File: src/hw/rtl/b64le_pkg.sv
`timescale 1ns / 1ps
// ----------------------------------------------------------------------------
// b64le_pkg
// Shared types, constants and the alphabet lookup for the base64 line encoder.
// ----------------------------------------------------------------------------
package b64le_pkg;

	// Byte, group and line counter widths.
	localparam int BYTE_W  = 8;
	localparam int GROUP_W = 6;
	localparam int LINE_W  = 8;

	// Line length after reset.
	localparam logic [LINE_W-1:0] LINE_LEN_RESET = 8'd76;

	// Depth of the queue between the front and the back.
	localparam int QDEPTH  = 2;
	localparam int QPTR_W  = (QDEPTH > 1) ? $clog2(QDEPTH) : 1;
	localparam int QCNT_W  = $clog2(QDEPTH + 1);

	// ASCII anchors of the alphabet ranges.
	localparam logic [7:0] ASCII_UPPER_A = 8'd65;
	localparam logic [7:0] ASCII_LOWER_A = 8'd97;
	localparam logic [7:0] ASCII_ZERO    = 8'd48;
	localparam logic [7:0] ASCII_PLUS    = 8'd43;
	localparam logic [7:0] ASCII_SLASH   = 8'd47;

	// Number of message bits held over from the previous byte.
	typedef enum logic [1:0] {
		PEND_NONE = 2'd0,
		PEND_TWO  = 2'd1,
		PEND_FOUR = 2'd2
	} pend_cnt_t;

	// One queue entry: the one or two character groups caused by one byte.
	typedef struct packed {
		logic [GROUP_W-1:0] grp0;
		logic [GROUP_W-1:0] grp1;
		logic               two_chars;
		logic               msg_last;
	} q_entry_t;

	// Map a 6-bit group to its ASCII character.
	function automatic logic [7:0] b64_char(input logic [GROUP_W-1:0] grp);
		logic [7:0] g8;
		g8 = {2'b00, grp};
		case (grp) inside
			[6'd0:6'd25]:  return g8 + ASCII_UPPER_A;
			[6'd26:6'd51]: return g8 + (ASCII_LOWER_A - 8'd26);
			[6'd52:6'd61]: return g8 + ASCII_ZERO - 8'd52;
			6'd62:         return ASCII_PLUS;
			default:       return ASCII_SLASH;
		endcase
	endfunction

endpackage

File: src/hw/rtl/b64le_front.sv
`timescale 1ns / 1ps
// ----------------------------------------------------------------------------
// b64le_front
// Accepts bytes, joins them with the held-over bits and splits the result into
// one or two 6-bit groups, which it writes into the queue as one entry.
// ----------------------------------------------------------------------------
module b64le_front (
	input  logic                  clk,
	input  logic                  arst_n,
	input  logic                  in_valid,
	output logic                  in_ready,
	input  logic [7:0]            data_byte,
	input  logic                  last_byte,
	input  logic                  q_full,
	output logic                  q_push,
	output b64le_pkg::q_entry_t   q_entry
);
	import b64le_pkg::*;

	pend_cnt_t   pend_cnt_q;
	logic [3:0]  pend_bits_q;
	pend_cnt_t   pend_cnt_d;
	logic [3:0]  pend_bits_d;

	// The queue slot decides whether a transaction can be taken.
	assign in_ready = !q_full;
	assign q_push   = in_valid && in_ready;

	// Build the entry from the held-over bits and the new byte.
	always_comb begin
		q_entry.msg_last = last_byte;
		case (pend_cnt_q)
			PEND_TWO: begin
				q_entry.grp0      = {pend_bits_q[1:0], data_byte[7:4]};
				q_entry.grp1      = {data_byte[3:0], 2'b00};
				q_entry.two_chars = last_byte;
			end
			PEND_FOUR: begin
				q_entry.grp0      = {pend_bits_q, data_byte[7:6]};
				q_entry.grp1      = data_byte[5:0];
				q_entry.two_chars = 1'b1;
			end
			default: begin
				q_entry.grp0      = data_byte[7:2];
				q_entry.grp1      = {data_byte[1:0], 4'b0000};
				q_entry.two_chars = last_byte;
			end
		endcase
	end

	// Work out what is held over for the next byte.
	always_comb begin
		pend_cnt_d  = PEND_NONE;
		pend_bits_d = 4'b0000;
		if (!last_byte) begin
			case (pend_cnt_q)
				PEND_TWO: begin
					pend_cnt_d  = PEND_FOUR;
					pend_bits_d = data_byte[3:0];
				end
				PEND_FOUR: begin
					pend_cnt_d  = PEND_NONE;
					pend_bits_d = 4'b0000;
				end
				default: begin
					pend_cnt_d  = PEND_TWO;
					pend_bits_d = {2'b00, data_byte[1:0]};
				end
			endcase
		end
	end

	// Held-over state advances on each accepted transaction.
	always_ff @(posedge clk or negedge arst_n) begin
		if (!arst_n) begin
			pend_cnt_q  <= PEND_NONE;
			pend_bits_q <= 4'b0000;
		end else if (q_push) begin
			pend_cnt_q  <= pend_cnt_d;
			pend_bits_q <= pend_bits_d;
		end
	end

endmodule

File: src/hw/rtl/b64le_queue.sv
`timescale 1ns / 1ps
// ----------------------------------------------------------------------------
// b64le_queue
// Short first-in first-out queue of byte entries between front and back.
// ----------------------------------------------------------------------------
module b64le_queue (
	input  logic                  clk,
	input  logic                  arst_n,
	input  logic                  push,
	input  b64le_pkg::q_entry_t   push_entry,
	output logic                  full,
	input  logic                  pop,
	output logic                  head_valid,
	output b64le_pkg::q_entry_t   head_entry
);
	import b64le_pkg::*;

	q_entry_t            slot_q [QDEPTH];
	logic [QPTR_W-1:0]   wr_ptr_q;
	logic [QPTR_W-1:0]   rd_ptr_q;
	logic [QCNT_W-1:0]   count_q;

	assign full       = (count_q == QCNT_W'(QDEPTH));
	assign head_valid = (count_q != '0);
	assign head_entry = slot_q[rd_ptr_q];

	// Pointer advance with wrap at the queue depth.
	function automatic logic [QPTR_W-1:0] next_ptr(input logic [QPTR_W-1:0] ptr);
		if (ptr == QPTR_W'(QDEPTH - 1)) begin
			return '0;
		end
		return ptr + 1'b1;
	endfunction

	// Pointers and fill count.
	always_ff @(posedge clk or negedge arst_n) begin
		if (!arst_n) begin
			wr_ptr_q <= '0;
			rd_ptr_q <= '0;
			count_q  <= '0;
		end else begin
			if (push) begin
				wr_ptr_q <= next_ptr(wr_ptr_q);
			end
			if (pop) begin
				rd_ptr_q <= next_ptr(rd_ptr_q);
			end
			if (push && !pop) begin
				count_q <= count_q + 1'b1;
			end else if (pop && !push) begin
				count_q <= count_q - 1'b1;
			end
		end
	end

	// Entry storage.
	always_ff @(posedge clk) begin
		if (push) begin
			slot_q[wr_ptr_q] <= push_entry;
		end
	end

endmodule

File: src/hw/rtl/b64le_back.sv
`timescale 1ns / 1ps
// ----------------------------------------------------------------------------
// b64le_back
// Emits one character per cycle from the queue head unless the output stalls,
// keeps the line fill and line length register, drives the output register.
// ----------------------------------------------------------------------------
module b64le_back (
	input  logic                  clk,
	input  logic                  arst_n,
	input  logic                  cfg_wr_en,
	input  logic [7:0]            cfg_wr_data,
	input  logic                  head_valid,
	input  b64le_pkg::q_entry_t   head_entry,
	output logic                  pop,
	output logic                  out_valid,
	input  logic                  out_ready,
	output logic [7:0]            char_code,
	output logic                  end_of_line,
	output logic                  end_of_message,
	output logic                  last_of_run
);
	import b64le_pkg::*;

	logic              phase_q;
	logic [LINE_W-1:0] line_fill_q;
	logic [LINE_W-1:0] line_len_q;
	logic              out_valid_q;
	logic [7:0]        char_q;
	logic              eol_q;
	logic              eom_q;
	logic              lor_q;

	logic [GROUP_W-1:0] cur_grp;
	logic               final_char;
	logic               msg_end;
	logic               load;
	logic [LINE_W-1:0]  fill_inc;
	logic               eol;

	// Select the character of the head entry and its flags.
	always_comb begin
		cur_grp    = phase_q ? head_entry.grp1 : head_entry.grp0;
		final_char = !head_entry.two_chars || phase_q;
		msg_end    = head_entry.msg_last && final_char;
		load       = head_valid && (!out_valid_q || out_ready);
		pop        = load && final_char;
		fill_inc   = line_fill_q + 1'b1;
		eol        = msg_end || (fill_inc >= line_len_q);
	end

	// Control state: phase within the entry, line fill, line length, valid.
	always_ff @(posedge clk or negedge arst_n) begin
		if (!arst_n) begin
			phase_q     <= 1'b0;
			line_fill_q <= '0;
			line_len_q  <= LINE_LEN_RESET;
			out_valid_q <= 1'b0;
		end else begin
			if (cfg_wr_en) begin
				line_len_q <= cfg_wr_data;
			end
			if (load) begin
				phase_q     <= !final_char;
				line_fill_q <= eol ? '0 : fill_inc;
				out_valid_q <= 1'b1;
			end else if (out_ready) begin
				out_valid_q <= 1'b0;
			end
		end
	end

	// Output payload register.
	always_ff @(posedge clk) begin
		if (load) begin
			char_q <= b64_char(cur_grp);
			eol_q  <= eol;
			eom_q  <= msg_end;
			lor_q  <= final_char;
		end
	end

	assign out_valid      = out_valid_q;
	assign char_code      = char_q;
	assign end_of_line    = eol_q;
	assign end_of_message = eom_q;
	assign last_of_run    = lor_q;

endmodule

File: src/hw/rtl/base64_line_encoder.sv
`timescale 1ns / 1ps
// ----------------------------------------------------------------------------
// base64_line_encoder
// Base64 encoder without '=' padding that splits its characters into lines.
// ----------------------------------------------------------------------------
//  Channel  | Handshake            | Payload
//  ---------+----------------------+------------------------------------------
//  input    | in_valid / in_ready  | data_byte, last_byte
//  output   | out_valid / out_ready| char_code, end_of_line, end_of_message,
//           |                      | last_of_run
//  config   | cfg_wr_en            | cfg_wr_data (line length)
//
// A byte is taken in any cycle the two-entry queue has room; the output port
// emits one character per cycle while out_ready is high, so a byte that
// yields two characters holds the output longer than a byte that yields one.
// A character passes through the queue and then the output register before it
// appears; the second character of a byte is sent from the same queue entry.
// Reset clears the held-over bits, the line fill and the queue, and sets the
// line length to 76. A stalled output lets the queue fill, then in_ready drops.
// ----------------------------------------------------------------------------
module base64_line_encoder (
	input  logic       clk,
	input  logic       arst_n,
	input  logic       cfg_wr_en,
	input  logic [7:0] cfg_wr_data,
	input  logic       in_valid,
	output logic       in_ready,
	input  logic [7:0] data_byte,
	input  logic       last_byte,
	output logic       out_valid,
	input  logic       out_ready,
	output logic [7:0] char_code,
	output logic       end_of_line,
	output logic       end_of_message,
	output logic       last_of_run
);
	import b64le_pkg::*;

	logic     q_full;
	logic     q_push;
	q_entry_t q_entry;
	logic     q_pop;
	logic     q_valid;
	q_entry_t q_head;

	// Front: classify bytes into character groups.
	b64le_front u_front (
		.clk       (clk),
		.arst_n    (arst_n),
		.in_valid  (in_valid),
		.in_ready  (in_ready),
		.data_byte (data_byte),
		.last_byte (last_byte),
		.q_full    (q_full),
		.q_push    (q_push),
		.q_entry   (q_entry)
	);

	// Queue between front and back.
	b64le_queue u_queue (
		.clk        (clk),
		.arst_n     (arst_n),
		.push       (q_push),
		.push_entry (q_entry),
		.full       (q_full),
		.pop        (q_pop),
		.head_valid (q_valid),
		.head_entry (q_head)
	);

	// Back: emit characters and track lines.
	b64le_back u_back (
		.clk            (clk),
		.arst_n         (arst_n),
		.cfg_wr_en      (cfg_wr_en),
		.cfg_wr_data    (cfg_wr_data),
		.head_valid     (q_valid),
		.head_entry     (q_head),
		.pop            (q_pop),
		.out_valid      (out_valid),
		.out_ready      (out_ready),
		.char_code      (char_code),
		.end_of_line    (end_of_line),
		.end_of_message (end_of_message),
		.last_of_run    (last_of_run)
	);

endmodule

File: config.mk
export PLATFORM = sky130hd
export DESIGN_NAME = base64_line_encoder
export DESIGN_NICKNAME = d
export VERILOG_FILES = /design/src/hw/rtl/b64le_pkg.sv /design/src/hw/rtl/b64le_front.sv /design/src/hw/rtl/b64le_queue.sv /design/src/hw/rtl/b64le_back.sv /design/src/hw/rtl/base64_line_encoder.sv
export SDC_FILE = /design/constraint.sdc
export NUM_CORES = 1
export LEC_CHECK = 0
export ABC_AREA = 1
export BUFFER_PORTS_ARGS = -buffer_cell sky130_fd_sc_hd__buf_4
export CAP_MARGIN = 10
export CORE_ASPECT_RATIO = 0.8
export CORE_MARGIN = 1.5
export CORE_UTILIZATION = 60
export DETAILED_ROUTE_END_ITERATION = 6
export PLACE_DENSITY = 0.8
export SYNTH_ARGS = -nofsm -noshare
export SYNTH_HDL_FRONTEND = slang
export SYNTH_HIERARCHICAL = 1
export SYNTH_SLANG_ARGS = --single-unit
File: constraint.sdc
create_clock -name clk -period 2.7 [get_ports clk]
set_clock_uncertainty 0.05 [all_clocks]
set_input_delay 0.27 -clock clk [delete_from_list [all_inputs] [get_ports clk]]
set_output_delay 0.27 -clock clk [all_outputs]
set_load 0.02 [all_outputs]
==> results.json <==
{
  "crit_start": "u_queue/rd_ptr_q",
  "synth-edff-count": 39,
  "die_x_um": 93.7,
  "yosysWarnings": 6,
  "drt_iter0_markers": 162,
  "min_from": "cfg_wr_data[4]",
  "fmax_mhz": 398,
  "synth_area_um2": 3950,
  "synthDistinctLibCells": 40,
  "synth_xor_area_frac": 0.0333,
  "tritoncts": "built",
  "synth_top_family_by_area": "simple AND/OR/NAND/NOR gates",
  "dp_slack_ps": 205,
  "min_to": "u_back/line_len_q[4]",
  "clock-sinks": 67,
  "grt_pass1_wl_mm": 12.4,
  "setup_slack_ps": 189,
  "yosysTopAreaCell": "edfxtp_1",
  "finalSetupViolCount": 0,
  "die-area_um2": 7080,
  "cts_setup_buffers": 0,
  "design_area_um2": 4490,
  "rows": 26,
  "wl_per_cell_um": 13.5,
  "status": "finished clean",
  "hold_class": "in2reg",
  "grtUsageTotal": 0.227,
  "cp_top_family": "simple AND/OR/NAND/NOR gates",
  "vias": 2871,
  "synth_adder_area_share": 0.0666,
  "setup.worst_path.end_class": "flop",
  "synth.area.mux_share": 0.0514,
  "cap_viol_max_count": 0,
  "tightest_slew_ps": 742,
  "crit_type": "reg2reg",
  "grt_max_degree": 29,
  "grt_antenna_before_repair": 0,
  "via_per_inst": 5.25,
  "ios": 35,
  "rr_worst_depth": 11,
  "cts-htree-levels": 3,
  "maxSlewViolCount": 0,
  "portBuffers": 34,
  "rsz0062_at_grt": "false",
  "clk_path_buf_depth": 2,
  "async_flop_share": 0.418,
  "regToRegSetupSlack_ps": 190,
  "ys.flop_type": "edfxtp_1",
  "postPlaceCellArea_um2": 4240,
  "postSynthCellCount": 419,
  "ir_drop_mv": 0.764,
  "start_util": 0.619,
  "reg2reg_from": "u_queue/rd_ptr_q",
  "fin_setup_tns_ps": 0,
  "fin_crit_sh": 0.930,
  "crit_arrival_ps": 2560,
  "period_minus_slack_ps": 2510,
  "hpwl_mm": 5.26,
  "required_ps": 2750,
  "syn_nets": 462,
  "yosysTopAreaCellShare": 0.297,
  "cts_buffers": 9,
  "first_global_vias": 2831,
  "cellPowerDensity_nw_per_um2": 1300,
  "ys_ff_latch": 67,
  "ant_nets": 0,
  "path_buf_inv": 1,
  "synth_area_leaders": "edfxtp_1 (30%), dfrtp_1 (16%), nand2_1 (12%)",
  "slew_headroom": 0.504,
  "leakage_nw": 2.16,
  "firstDrtPassIters": 4,
  "drive_gt1_frac": 0.231,
  "ys_seq_area_frac": 0.475,
  "cp_slowest_cell": "dfrtp_1",
  "nets": 501,
  "die_y_um": 75.5,
  "syn_area_per_cell_um2": 9.42,
  "cp-start-kind": "flop",
  "synthSimpleGateAreaFrac": 0.244,
  "num-fill-cells": 469,
  "r2r-end": "u_back/char_code[1]",
  "min_path_cells": 3,
  "synth_compound_area_frac": 0.0564,
  "insertion_delay_ps": 340,
  "path_cells": "buf_4 -> mux2_4 -> nand2_1 -> nand2_2 -> ha_1 -> a21oi_2 -> nand2_2 -> nand2_4 -> nand4_1 -> nand3_1 -> nand2_1",
  "post-route-util": 0.705,
  "drc": 0,
  "grt-ovfl-total": 0,
  "core_area_um2": 6380,
  "hold_viol": 0,
  "critPathMaxFanout": 9,
  "clkTransAtPathRegs_ps": 80,
  "critPathMaxStageDelay_ps": 550,
  "antennaDiodeCount": 0,
  "cts_root_buffer": "clkbuf_8",
  "gp_congestion": 0.932,
  "area_growth_pct": 13.9,
  "routed_wl_mm": 7.39
}
Yosys cell counts (2+ instances only):
cell	instances
buf_2	2
a21oi_1	11
inv_2	4
nand2_1	130
mux2_2	6
nand2_2	11
o21ai_0	15
nand4_1	4
ha_1	21
nand2_4	8
inv_1	47
nand3_1	16
xnor2_1	5
o21ai_1	3
or2_2	2
nor2_4	4
dfstp_2	3
dfrtp_1	25
buf_6	4
edfxtp_1	39
nor3_1	3
xor2_1	10
mux2_4	9
nor2_1	17
o22ai_1	5
what timing repair did:
action / in CTS / in global routing
hold buffers: 1 / 0
gates resized for setup: 0 / 0
endpoints found under the hold margin: 25 / 0
worst register-to-register path: cells and delay by family, from the launching register on:
kind	cells	cell delay (ps)
buffers and inverters	1	260
adders and majority gates	1	300
AOI/OAI and AO/OA	1	170
muxes	1	310
and+or+nand+nor	7	630
DFF	1	550
layer usage:
layer | wire length, um | part of all wire | GRT usage | up-vias
li1 | - | - | - | 1434
met1 | 3220 | 0.44 | 0.270 | 1331
met2 | 3670 | 0.50 | 0.403 | 97
met3 | 393 | 0.053 | 0.0669 | 9
met4 | 100 | 0.014 | 0.0746 | 0
met5 | 0 | 0 | 0 | -
metrics by stage:
step                hold slack [ps]  power [W]  std cells
floorplan                     -75.6    0.00418        419
global placement                161    0.00470        530
detailed placement              168    0.00478        530
CTS                            79.5    0.00585        547
global route                   93.2    0.00626        547
finish                         89.4    0.00586        547
layout make-up:
class | instances | area, um2 | share of cell area
Clock buffer | 9 | 124 | 0.0276
Timing Repair Buffer | 37 | 280 | 0.0624
Tap cell | 84 | 105 | 0.0234
Clock inverter | 7 | 124 | 0.0276
Multi-Input combinational cell | 291 | 1780 | 0.397
Sequential cell | 67 | 1880 | 0.417
Inverter | 52 | 200 | 0.0446
worst max-delay path by stage:
| stage | end | slack (ps) | depth (start not counted) |
|---|---|---|---|
| final | u_back/char_code[1] | 190 | 11 |
| after global routing | u_back/char_code[3] | 10 | 11 |
| after CTS | u_back/char_code[3] | 190 | 11 |
| after detailed placement | u_back/char_code[0] | 200 | 11 |
| after global placement | u_back/char_code[0] | 260 | 11 |
| after floorplan | u_back/char_code[4] | 430 | 13 |
registers in the layout (all words and copies together), names as in the netlist:
name,count
u_back/out_valid,1
u_queue/count_q,2
u_back/end_of_line,1
u_back/char_code,8
u_back/last_of_run,1
u_queue/slot_q,28
u_front/pend_cnt_q,2
u_queue/rd_ptr_q,1
u_queue/wr_ptr_q,1
u_front/pend_bits_q,4
u_back/line_len_q,8
u_back/phase_q,1
u_back/line_fill_q,8
u_back/end_of_message,1
kinds of logic after synthesis:
logic type,Yosys count
and+or+nand+nor,201
muxes,15
AOI/OAI and AO/OA,39
adders and majority gates,21
DFF,67
buffers and inverters,61
xor gates and xnor gates,15
where the power goes:
group	internal [W]	switching, W	total (W)
clock network	0.000621	0.000405	0.00103
logic	0.00111	0.00196	0.00307
registers	0.00157	0.000184	0.00176
total	0.00331	0.00255	0.00586
placed cells by master (no fill, tap or decap), drive strengths merged, types with 15 or more instances in the layout:
| cell type | instances |
|---|---|
| nand2 | 150 |
| inv | 54 |
| edfxtp | 39 |
| buf | 36 |
| dfrtp | 25 |
| nor2 | 22 |
| ha | 21 |
| o21ai | 18 |
| nand3 | 16 |
| mux2 | 15 |
Power figures use the tool's default switching activity.
